<file path="config.mk">
export PLATFORM = sky130hd
export DESIGN_NAME = radix_string_to_integer_unit
export DESIGN_NICKNAME = d
export VERILOG_FILES = /design/src/hw/rtl/rsti_pkg.sv /design/src/hw/rtl/radix_string_to_integer_unit.sv
export SDC_FILE = /design/constraint.sdc
export NUM_CORES = 1
export LEC_CHECK = 0
export BUFFER_PORTS_ARGS = -buffer_cell sky130_fd_sc_hd__buf_2
export CORE_MARGIN = 10
export CORE_UTILIZATION = 55
export CTS_BUF_LIST = sky130_fd_sc_hd__clkbuf_4 sky130_fd_sc_hd__clkbuf_8
export DETAILED_ROUTE_END_ITERATION = 8
export GPL_TIMING_DRIVEN = 0
export PLACE_DENSITY = 0.8
export SLEW_MARGIN = 20
export SYNTH_ARGS = -nofsm -noshare
export SYNTH_HDL_FRONTEND = slang
export SYNTH_SLANG_ARGS = --single-unit
</file>
<file path="constraint.sdc">
create_clock -name clock -period 9.8 [get_ports clock]
set_input_delay 0 -clock clock [delete_from_list [all_inputs] [get_ports clock]]
set_output_delay 0 -clock clock [all_outputs]
set_load 0.03 [all_outputs]
</file>
<file path="src/hw/rtl/rsti_pkg.sv">
// Shared types and constants for the radix string-to-integer unit.
// Holds the item structs, size constants and register indexes; no dependencies.
package rsti_pkg;

   localparam int MAX_CHARS  = 4096;
   localparam int VALUE_BITS = 64;
   localparam int POS_BITS   = $clog2(MAX_CHARS);
   localparam int BASE_BITS  = 6;
   localparam int OFFSET_BITS = 12;
   localparam int CSR_INDEX_BITS = 2;
   localparam int CSR_DATA_BITS  = 8;

   localparam logic [POS_BITS-1:0] END_MAX = POS_BITS'(MAX_CHARS - 1);
   localparam logic [63:0] VAL_MASK = {64{1'b1}} >> (64 - VALUE_BITS);

   localparam logic [CSR_INDEX_BITS-1:0] CSR_RADIX       = CSR_INDEX_BITS'(0);
   localparam logic [CSR_INDEX_BITS-1:0] CSR_SIGNED_MODE = CSR_INDEX_BITS'(1);

   localparam logic [BASE_BITS-1:0] RADIX_RESET = BASE_BITS'(10);

   typedef struct packed {
      logic [7:0] ch;
      logic       last;
   } req_item_type;

   typedef struct packed {
      logic [63:0]            value;
      logic [OFFSET_BITS-1:0] end_offset;
      logic                   any_digit;
   } rsp_item_type;

endpackage

</file>
<file path="src/hw/rtl/radix_string_to_integer_unit.sv">
// Streaming strtol-style parser: one character per item, one result per string.
// Depends on rsti_pkg for item types, size constants and register indexes.
//
//   channel | direction | handshake               | payload
//   req     | in        | req_valid / req_stall   | req_item (ch, last)
//   rsp     | out       | rsp_valid / rsp_stall   | rsp_item (value, end_offset, any_digit)
//   csr     | in        | csr_valid / csr_ready   | csr_index, csr_wdata
//
// One character per cycle unless a stalled result holds the input register: an item
// waits in the input register, the parse step (one 64x6 multiply-add) runs between it and the result register.
// A character that yields no result moves on even while a result waits.
// Reset (synchronous) empties both registers and restores radix 10, signed mode.
// A stalled result holds the input register only for a character that yields a result.
module radix_string_to_integer_unit (
   input  logic                             clock,
   input  logic                             reset,
   input  logic                             req_valid,
   output logic                             req_stall,
   input  rsti_pkg::req_item_type           req_item,
   output logic                             rsp_valid,
   input  logic                             rsp_stall,
   output rsti_pkg::rsp_item_type           rsp_item,
   input  logic                             csr_valid,
   output logic                             csr_ready,
   input  logic [rsti_pkg::CSR_INDEX_BITS-1:0] csr_index,
   input  logic [rsti_pkg::CSR_DATA_BITS-1:0]  csr_wdata
);
   import rsti_pkg::*;

   localparam logic [2:0] PH_WS     = 3'd0;
   localparam logic [2:0] PH_START  = 3'd1;
   localparam logic [2:0] PH_ZERO   = 3'd2;
   localparam logic [2:0] PH_XSEEN  = 3'd3;
   localparam logic [2:0] PH_DIGITS = 3'd4;
   localparam logic [2:0] PH_DRAIN  = 3'd5;

   logic [BASE_BITS-1:0]  radix_ff;
   logic                  signed_mode_ff;

   logic                  s1_valid_ff, s1_valid_in;
   req_item_type          s1_item_ff;

   logic [2:0]            phase_ff, phase_in;
   logic [VALUE_BITS-1:0] acc_ff, acc_in;
   logic                  neg_ff, neg_in;
   logic [BASE_BITS-1:0]  base_ff, base_in;
   logic [POS_BITS-1:0]   pos_ff, pos_in;
   logic                  seen_ff, seen_in;

   logic                  rsp_valid_ff, rsp_valid_in;
   rsp_item_type          rsp_item_ff, rsp_item_in;

   logic                  accept;
   logic                  advance;
   logic                  step_done;

   logic [2:0]            ph_a;
   logic                  neg_a;
   logic                  consumed;
   logic [BASE_BITS-1:0]  base_start;
   logic [BASE_BITS-1:0]  base_use;
   logic                  d_valid;
   logic [5:0]            d_val;
   logic                  take_ok;
   logic [VALUE_BITS-1:0] acc_take;
   logic [VALUE_BITS+BASE_BITS-1:0] product;

   // Character classification, the phase after whitespace and sign handling, and the digit base and multiply-add.
   always_comb begin
      d_valid = 1'b1;
      d_val   = '0;
      if (s1_item_ff.ch inside {[8'h30:8'h39]}) begin
         d_val = 6'(s1_item_ff.ch - 8'h30);
      end else if (s1_item_ff.ch inside {[8'h61:8'h7A]}) begin
         d_val = 6'(s1_item_ff.ch - 8'h61 + 8'd10);
      end else if (s1_item_ff.ch inside {[8'h41:8'h5A]}) begin
         d_val = 6'(s1_item_ff.ch - 8'h41 + 8'd10);
      end else begin
         d_valid = 1'b0;
      end

      ph_a     = phase_ff;
      neg_a    = neg_ff;
      consumed = 1'b0;
      if (phase_ff == PH_WS) begin
         if (s1_item_ff.ch inside {8'h20, [8'h09:8'h0D]}) begin
            ph_a = PH_WS;
         end else if (signed_mode_ff && (s1_item_ff.ch == 8'h2B || s1_item_ff.ch == 8'h2D)) begin
            neg_a    = (s1_item_ff.ch == 8'h2D);
            ph_a     = PH_START;
            consumed = 1'b1;
         end else begin
            ph_a = PH_START;
         end
      end

      base_start = (radix_ff == '0) ? BASE_BITS'(10) : radix_ff;
      case (ph_a)
         PH_START: base_use = base_start;
         PH_ZERO:  base_use = (base_ff == '0) ? BASE_BITS'(8) : base_ff;
         PH_XSEEN: base_use = BASE_BITS'(16);
         default:  base_use = base_ff;
      endcase

      take_ok = d_valid && (base_use >= BASE_BITS'(2)) && (base_use <= BASE_BITS'(36))
                && (d_val < base_use);
      product  = acc_ff * base_use;
      acc_take = VALUE_BITS'(product + (VALUE_BITS + BASE_BITS)'(d_val));
   end

   // Parse step: next state and result of the character in the input register.
   always_comb begin
      logic [POS_BITS:0]   end_w;
      logic [POS_BITS:0]   p_inc;
      logic [POS_BITS-1:0] end_sat;
      logic [63:0]         v;
      logic                is_x;
      logic                is_zero;

      phase_in = ph_a;
      acc_in   = acc_ff;
      neg_in   = neg_a;
      base_in  = base_ff;
      seen_in  = seen_ff;
      step_done = 1'b0;
      end_w    = '0;
      p_inc    = {1'b0, pos_ff} + (POS_BITS+1)'(1);
      is_x     = (s1_item_ff.ch == 8'h78 || s1_item_ff.ch == 8'h58);
      is_zero  = (s1_item_ff.ch == 8'h30);

      if (ph_a == PH_START && !consumed) begin
         if ((radix_ff == '0 || radix_ff == BASE_BITS'(16)) && is_zero) begin
            base_in  = radix_ff;
            acc_in   = '0;
            seen_in  = 1'b1;
            phase_in = PH_ZERO;
         end else begin
            base_in = base_start;
            if (take_ok) begin
               acc_in   = acc_take;
               seen_in  = 1'b1;
               phase_in = PH_DIGITS;
            end else begin
               step_done = 1'b1;
               end_w     = {1'b0, pos_ff};
            end
         end
      end else if (ph_a == PH_ZERO) begin
         if (is_x) begin
            phase_in = PH_XSEEN;
         end else begin
            base_in = base_use;
            if (take_ok) begin
               acc_in   = acc_take;
               seen_in  = 1'b1;
               phase_in = PH_DIGITS;
            end else begin
               step_done = 1'b1;
               end_w     = {1'b0, pos_ff};
            end
         end
      end else if (ph_a == PH_XSEEN) begin
         base_in = base_use;
         if (take_ok) begin
            acc_in   = acc_take;
            seen_in  = 1'b1;
            phase_in = PH_DIGITS;
         end else begin
            step_done = 1'b1;
            end_w     = {1'b0, pos_ff} - (POS_BITS+1)'(1);
         end
      end else if (ph_a == PH_DIGITS) begin
         if (take_ok) begin
            acc_in = acc_take;
         end else begin
            step_done = 1'b1;
            end_w     = {1'b0, pos_ff};
         end
      end

      if (!step_done && s1_item_ff.last && phase_in != PH_DRAIN) begin
         step_done = 1'b1;
         end_w     = (phase_in == PH_XSEEN) ? {1'b0, pos_ff} : p_inc;
      end

      pos_in = (p_inc > {1'b0, END_MAX}) ? END_MAX : POS_BITS'(p_inc);

      end_sat = (end_w > {1'b0, END_MAX}) ? END_MAX : POS_BITS'(end_w);
      v = 64'(acc_in) & VAL_MASK;
      if (neg_in) begin
         v = (64'd0 - v) & VAL_MASK;
      end
      if (signed_mode_ff && v[VALUE_BITS-1]) begin
         v = v | ~VAL_MASK;
      end
      rsp_item_in.any_digit  = seen_in;
      rsp_item_in.value      = seen_in ? v : 64'd0;
      rsp_item_in.end_offset = seen_in ? OFFSET_BITS'(end_sat) : '0;

      if (s1_item_ff.last) begin
         phase_in = PH_WS;
         acc_in   = '0;
         neg_in   = 1'b0;
         base_in  = '0;
         pos_in   = '0;
         seen_in  = 1'b0;
      end else if (step_done) begin
         phase_in = PH_DRAIN;
      end
   end

   assign advance   = s1_valid_ff && (!step_done || !rsp_valid_ff || !rsp_stall);
   assign req_stall = s1_valid_ff && !advance;
   assign accept    = req_valid && !req_stall;
   assign csr_ready = 1'b1;

   always_comb begin
      s1_valid_in = s1_valid_ff;
      if (accept) begin
         s1_valid_in = 1'b1;
      end else if (advance) begin
         s1_valid_in = 1'b0;
      end
      rsp_valid_in = rsp_valid_ff;
      if (advance && step_done) begin
         rsp_valid_in = 1'b1;
      end else if (!rsp_stall) begin
         rsp_valid_in = 1'b0;
      end
   end

   always_ff @(posedge clock) begin
      if (reset) begin
         radix_ff       <= RADIX_RESET;
         signed_mode_ff <= 1'b1;
      end else if (csr_valid && csr_ready) begin
         case (csr_index)
            CSR_RADIX:       radix_ff       <= csr_wdata[BASE_BITS-1:0];
            CSR_SIGNED_MODE: signed_mode_ff <= csr_wdata[0];
            default:         ;
         endcase
      end
   end

   always_ff @(posedge clock) begin
      if (reset) begin
         s1_valid_ff  <= 1'b0;
         rsp_valid_ff <= 1'b0;
         phase_ff     <= PH_WS;
         acc_ff       <= '0;
         neg_ff       <= 1'b0;
         base_ff      <= '0;
         pos_ff       <= '0;
         seen_ff      <= 1'b0;
      end else begin
         s1_valid_ff  <= s1_valid_in;
         rsp_valid_ff <= rsp_valid_in;
         if (advance) begin
            phase_ff <= phase_in;
            acc_ff   <= acc_in;
            neg_ff   <= neg_in;
            base_ff  <= base_in;
            pos_ff   <= pos_in;
            seen_ff  <= seen_in;
         end
      end
   end

   always_ff @(posedge clock) begin
      if (accept) begin
         s1_item_ff <= req_item;
      end
      if (advance && step_done) begin
         rsp_item_ff <= rsp_item_in;
      end
   end

   assign rsp_valid = rsp_valid_ff;
   assign rsp_item  = rsp_item_ff;

   a_reset_clears: assert property (@(posedge clock)
      reset |=> (phase_ff == PH_WS && !s1_valid_ff && !rsp_valid_ff))
      else $error("reset left state behind");

   a_drain_silent: assert property (@(posedge clock) disable iff (reset)
      (s1_valid_ff && phase_ff == PH_DRAIN) |-> !step_done)
      else $error("result while draining");

   a_no_digit_zero: assert property (@(posedge clock) disable iff (reset)
      (rsp_valid_ff && !rsp_item_ff.any_digit) |->
         (rsp_item_ff.value == 64'd0 && rsp_item_ff.end_offset == '0))
      else $error("digitless result not zero");

   a_accept_loads: assert property (@(posedge clock) disable iff (reset)
      accept |=> s1_valid_ff)
      else $error("accepted item lost");

endmodule

</file>
======== Word level (Yosys, flattened, before mapping) ========
Index checks and enable logic that the tools add are counted.
word-level totals
  output and inout bits ................... 80
  bits of input ports ..................... 24
  register bits ........................... 182
operators by class
  reduce and logical (&&, ||, !) cells .... 38
  equal/unequal tests ..................... 16
  multipliers ............................. 1
  multiplexer cells ....................... 73
  order comparisons ....................... 13
  add/sub/neg operators ................... 9
operators with widths
  cell                                                                               count
  64-bit 2-to-1 mux                                                                  9
  13-bit 2-to-1 mux                                                                  8
  6-bit 2-to-1 mux                                                                   11
  64-bit by 6-bit adder with 64-bit output                                           1
  64-bit by 6-bit multiplier with 64-bit output                                      1
  1-bit by 64-bit subtractor with 64-bit output, first input constant                1
  12-bit 2-to-1 mux                                                                  5
  8-bit by 6-bit equality test with 1-bit output, second input constant              4
  1-bit 2-to-1 mux                                                                   30
  3-bit 2-to-1 mux                                                                   9
  13-bit by 12-bit greater-than comparator with 1-bit output, second input constant  2
  6-bit case mux with 3 select lines                                                 1
  8-bit by 7-bit equality test with 1-bit output, second input constant              2
  8-bit by 7-bit >= comparator with 1-bit output, second input constant              2
  8-bit by 7-bit <= comparator with 1-bit output, second input constant              2
  1-bit logical AND                                                                  16
  12-bit by 1-bit adder with 13-bit output, second input constant                    1
  12-bit by 1-bit subtractor with 13-bit output, second input constant               1
  6-bit by 4-bit adder with 6-bit output, second input constant                      2
  6-bit logical NOT                                                                  2
  6-bit subtractor, second input constant                                            2
  3-bit by 2-bit equality test with 1-bit output, second input constant              3
  8-bit by 4-bit >= comparator with 1-bit output, second input constant              1
  8-bit by 6-bit >= comparator with 1-bit output, second input constant              1
  21 further kinds                                                                   33

======== Logic depth before layout (Yosys ltp) ========
  word-level depth ........................ 29
  depth in mapped cells ................... 31

======== Worst setup path after synthesis ========
No wires, ideal clock.
  path type ............................... register to register
  start ................................... register s1_item_ff[1] (netlist name)
  end ..................................... register rsp_item_ff, in the netlist rsp_item[0], enable pin
  arrival ................................. 8103 ps
  path slack .............................. 1184 ps
  clock period less this slack ............ 8616 ps
  required time ........................... 9287 ps
  library setup time ...................... 513 ps
  stages on the path, launching flop included .. 24
  cell sequence ........................... edfxtp_1 -> inv_1 -> ha_1 -> or4b_1 -> a21boi_1 -> a2111o_2 -> nand2_1 -> a41o_1 -> a22o_1 -> ha_1 -> a21o_1 -> a21oi_1 -> nor2b_1 -> a311oi_1 -> o31ai_1 -> nor3_2 -> buf_6 -> a21oi_1 -> o311a_1 -> a21oi_1 -> o21ai_1 -> clkbuf_1 -> clkbuf_1 -> nor2_1
on the way
  word-level cells in the longest chain between the ends .. 25
  elaborated cells on any way between the ends .. 75
  those cells by class .................... add/sub: 5; order compare: 11; eq/ne: 11; mux: 26; reduce/logical: 22
RTL lines
  element                                                                                                                  RTL line                                                                 source
  start, declared                                                                                                          radix_string_to_integer_unit.sv:41                                       req_item_type s1_item_ff;
  start signal, assigned                                                                                                   radix_string_to_integer_unit.sv:271                                      s1_item_ff <= req_item;
  8-bit by 4-bit >= comparator with 1-bit output / 8-bit by 4-bit <= comparator with 1-bit output (equally long branches)  radix_string_to_integer_unit.sv:86                                       if (s1_item_ff.ch inside {8'h20, [8'h09:8'h0D]}) begin
  1-bit logical AND                                                                                                        radix_string_to_integer_unit.sv:86
  2-bit nonzero test                                                                                                       radix_string_to_integer_unit.sv:86
  1-bit 2-to-1 mux                                                                                                         radix_string_to_integer_unit.sv:86
  3-bit 2-to-1 mux                                                                                                         radix_string_to_integer_unit.sv:85                                       if (phase_ff == PH_WS) begin
  3-bit by 2-bit equality test with 1-bit output (tied with other cells)                                                   radix_string_to_integer_unit.sv:98, radix_string_to_integer_unit.sv:162
  6-bit case mux with 3 select lines                                                                                       radix_string_to_integer_unit.sv:98                                       case (ph_a)
  6-bit by 2-bit >= comparator with 1-bit output                                                                           radix_string_to_integer_unit.sv:105                                      take_ok = d_valid && (base_use >= BASE_BITS'(2)) && (base_use <= BASE_BITS'(36))
  (+7 left out)                                                                                                            n/a
  1-bit 2-to-1 mux                                                                                                         radix_string_to_integer_unit.sv:131                                      if (ph_a == PH_START && !consumed) begin
  1-bit logical NOT                                                                                                        radix_string_to_integer_unit.sv:181                                      if (!step_done && s1_item_ff.last && phase_in != PH_DRAIN) begin
  1-bit logical AND (2 in series)                                                                                          radix_string_to_integer_unit.sv:181
  1-bit 2-to-1 mux (*)                                                                                                     radix_string_to_integer_unit.sv:181
  1-bit logical NOT                                                                                                        radix_string_to_integer_unit.sv:212                                      assign advance = s1_valid_ff && (!step_done || !rsp_valid_ff || !rsp_stall);
  1-bit logical OR (2 in series)                                                                                           radix_string_to_integer_unit.sv:212
  1-bit logical AND                                                                                                        radix_string_to_integer_unit.sv:212
  1-bit logical AND (*)                                                                                                    radix_string_to_integer_unit.sv:273                                      if (advance && step_done) begin
  end signal, assigned                                                                                                     radix_string_to_integer_unit.sv:274                                      rsp_item_ff <= rsp_item_in;
  end, declared                                                                                                            radix_string_to_integer_unit.sv:51                                       rsp_item_type rsp_item_ff, rsp_item_in;
Every way passes the cells marked *; elsewhere a longest branch is shown, timed or not.
A chain may end at the register's enable or synchronous reset.

======== Worst setup path in the final report ========
  start ................................... register s1_item_ff[1] (netlist name)
  end ..................................... register rsp_item_ff, in the netlist rsp_item[76] (data pin)
on the way
  word-level cells in the longest chain between the ends .. 18
  elaborated cells on any way between the ends .. 72
  those cells by class .................... add/sub: 7; mul: 1; order compare: 11; eq/ne: 10; mux: 29; reduce/logical: 14
RTL lines
  element
  branches (longest 18 deep; another with 64-bit by 6-bit multiplier with 64-bit output)
Several ways; the timed one is not identified.

==> run_results.csv <==
group,metric,value,unit
synthesis,yosysUniqueCellTypes,133,
worst_hold_path,hold_crit_path_type,"input port to flop",
worst_setup_path,cp-end-kind,"flop",
worst_setup_path,setup.worst_path.start_class,"flop",
cts,clock_tree.root_cell,"clkbuf_8",
worst_setup_path,worst-setup-path-type,"flop to flop",
sta,finalClockSkew,0.02436,ns
synthesis,synth-adder-area-share,26.78,%
synthesis,yosysTopAreaCell,"fa_1",
detailed_routing,vias_per_cell,6.679,
cts,clock_path_buffers,2,
global_routing,grt_antenna_before_repair,4,
global_routing,global_route_wire_length_before_repair,141900,microns
detailed_routing,remaining_drc_errors,0,
run_status,outcome,"complete, no violations",
sta,min_period,9.724,ns
detailed_routing,drt_iter0_markers,3458,
floorplanning,die_area,53910,sq um
sta,finalCritPeriodShare,99.23,%
detailed_routing,number_of_nets_with_antenna_violations_after_routing,0,
cts,cts.reportedPaths.clkPinSlew,0.12,ns
pwr,power.static_leakage,11.79,nW
detailed_routing,drt_pre_antenna_iters,8,
synthesis,synth.mux.area_fraction,1.142,%
finish,final_nets,3485,
worst_setup_path,slowest_delay,0.56,ns
sta,final-setup-viol-count,0,
floorplanning,core_area,44410,sq um
finish,area.growth.synth_to_final,9.434,%
sta,max_slew_margin,31.97,%
floorplanning,placement_rows,77,
sta,hold_viol,0,
floorplanning,fp.dieH,232.2,microns
global_routing,grt_overflow,0,
detailed_routing,wl,93920,microns
synthesis,post_synth_inst_count,2913,
place,io_buffer_count,99,
synthesis,synthesis.area_per_instance,8.501,sq um
finish,fraction_of_final_layout_cells_sized_beyond_drive_strength_1,9.942,%
sta,final.setup.tns,0,ns
synthesis,synthSimpleGateAreaFrac,25.48,%
synthesis,synthXorXnorAreaFrac,3.891,%
synthesis,post_synth_instance_area,24760,sq um
run,cap_violations,0,
worst_setup_path,critical_path.most_common_cell,"fa_1",
synthesis,yosys-top-cells-area,"fa_1 (19%), edfxtp_1 (10%), dfxtp_1 (7.8%), ha_1 (7.4%), and2_1 (7.2%)",
synthesis,yosys_warnings,0,
finish,stdcell_area,27100,sq um
pwr,power.density_cell_area,72.19,nW/um^2
synthesis,number_of_flops_mapped_to_enable_cells_by_yosys,86,
synthesis,synth-async-reset-ratio,0,%
worst_setup_path,cpMaxStageDelayCell,"fa_1",
synthesis,fraction_of_the_yosys_area_taken_by_sequential_cells,18.19,%
worst_setup_path,crit_arrival,10.13,ns
detailed_routing,dr_total_vias,24590,
floorplanning,dieWidth,232.2,microns
synthesis,postSynthRegisterBits,182,
floorplanning,initial_core_utilization,55.75,%
synthesis,synth_top_family_by_area,"adder cells",
worst_setup_path,path_buf_inv,4,
sta,rsz0062_at_grt,"yes",
cts,cts_num_sinks,182,
cts,clock_latency,0.58,ns
synthesis,netlist.area_leader.share,19.40,%
global_routing,via_count_of_the_first_global_routing_pass,24080,
synthesis,postSynthNetCount,3323,
worst_setup_path,worst_setup_path_startpoint,"s1_item_ff[1]$_DFFE_PP_",
place,placed_cell_area,26120,sq um
sta,postLayoutSetupSlackWorst,0.07566,ns
worst_setup_path,worst_r2r_startpoint,"s1_item_ff[1]$_DFFE_PP_",
worst_setup_path,cp_data_required_time,10.21,ns
worst_setup_path,critPathTopFamily,"compound AO/OA/AOI/OAI gates",
detailed_routing,routedWlPerCell,25.51,microns
sta,finalMaxSlewViolations,0,
sta,max_freq,102.8,MHz
worst_setup_path,critical_path_peak_fanout,10,
floorplanning,pin_count,104,
global_routing,global_route.usage.total,34.23,%
sta,tightestPinTransition,1.020,ns
global_routing,largest_net_degree_at_the_start_of_global_routing,28,
cts,cts-buffers-inserted,17,
cts,clock_tree.htree_level_count,4,
pwr,peakVddDrop,0.00009450,V
cts,cts_tree,"built",
synthesis,yosys_most_used_dff,"dfxtp_1",
place,post-dp-hpwl,72110,microns
place,globalplace.congestion,1.075,
synthesis,synth-compound-area-share,19.47,%
worst_hold_path,hold_path_startpoint,"reset",
place,dp_slack,-1.088,ns
pwr,p_total,1.956,mW
==> cell usage in the layout (no fill, tap or decap), types with 71 or more instances in the layout <==
cell type / Yosys / layout
a21oi_1: 253 / 251
ha_1: 146 / 146
nand2_1: 250 / 250
o21ai_0: 88 / 86
and2_1: 286 / 286
edfxtp_1: 86 / 86
nor3_1: 87 / 86
buf_2: 8 / 107
fa_1: 240 / 240
nor2b_1: 71 / 71
inv_1: 90 / 90
dfxtp_1: 96 / 96
nor2_1: 266 / 263
clkbuf_1: 161 / 144
==> where the power goes <==
group          switching [mW]  internal (mW)
combinational           0.392          0.134
clock                   0.341          0.263
sequential             0.0101          0.815
==> state kept, by name, indices dropped and copies added (netlist names), 3 cells and up <==
name,cells
phase_ff,3
base_ff,6
acc_ff,64
s1_item_ff,9
radix_ff,6
rsp_item,77
pos_ff,12
==> final timing paths <==
check | slack, ns | to | depth (start not counted)
max reg2reg | 0.08 | rsp_item[76]$_SDFFCE_PN0P_ | 28
min | 0.12 | acc_ff[32]$_SDFFE_PP0P_ | 3
min reg2reg | 0.52 | seen_ff$_SDFFE_PP0P_ | 2
max | 0.08 | rsp_item[76]$_SDFFCE_PN0P_ | 28
==> repair_timing <==
item	CTS	global route
hold buffers	26	0
cloned	0	0
setup endpoints to repair	45	38
hold endpoints to repair	19	0
gates resized for setup	21	39
setup buffers	5	10
pin swaps	2	6
==> synth_stat cells (35+ instances only) <==
| library cell | n |
|---|---|
| nand3_1 | 35 |
| nand2_1 | 250 |
| nor2_1 | 266 |
| dfxtp_1 | 96 |
| inv_1 | 90 |
| fa_1 | 240 |
| o21ai_0 | 88 |
| and2_1 | 286 |
| xor2_1 | 55 |
| clkbuf_1 | 161 |
| a31oi_1 | 43 |
| nor2b_1 | 71 |
| ha_1 | 146 |
| edfxtp_1 | 86 |
| nor3_1 | 87 |
| a21o_1 | 44 |
| a21oi_1 | 253 |
| xnor2_1 | 55 |
==> worst register-to-register path: cells and delay by family (launching register included) <==
| kind | cells | cell delay, ns |
|---|---|---|
| AOI/OAI and AO/OA | 12 | 3.40 |
| xor gates and xnor gates | 1 | 0.19 |
| adders and majority gates | 6 | 2.77 |
| buffers and inverters | 4 | 0.91 |
| DFF | 1 | 0.55 |
| and+or+nand+nor | 5 | 1.74 |
==> through the flow <==
step | hold WS (ns) | util (%) | std cells
3_5_place_dp | 0.1808 | 58.81 | 3608
3_3_place_gp | 0.1803 | 58.54 | 3604
2_1_floorplan | 0.09887 | - | 2913
6_report | 0.1160 | 61.01 | 3681
4_1_cts | 0.04490 | 60.59 | 3670
5_1_grt | 0.1358 | 61.01 | 3681
==> final cells by class <==
type	count	area, sq um
Timing Repair Buffer	144	958.4
Clock inverter	14	191.4
Antenna cell	1	2.502
Buffer	203	928.4
Multi-Input combinational cell	2435	19180
Inverter	92	347.8
Sequential cell	182	4504
Tap cell	592	740.7
Fill cell	3914	17320
Clock buffer	18	241.5
==> metal layers <==
layer	wire, microns	vias to the layer above	GRT usage (%)
li1	-	10580	-
met1	34890	11970	41.89
met2	41230	1636	52.78
met3	11720	393	10.38
met4	6052	4	19.62
met5	23	-	0
==> cell families after synthesis <==
kind of cell    count (synthesis)
other cells                     1
flops                         182
buf+inv                       296
fa+ha+maj                     386
mux                            27
compound gates                709
xor+xnor                      110
simple gates                 1202
Power figures use the tool's default switching activity.
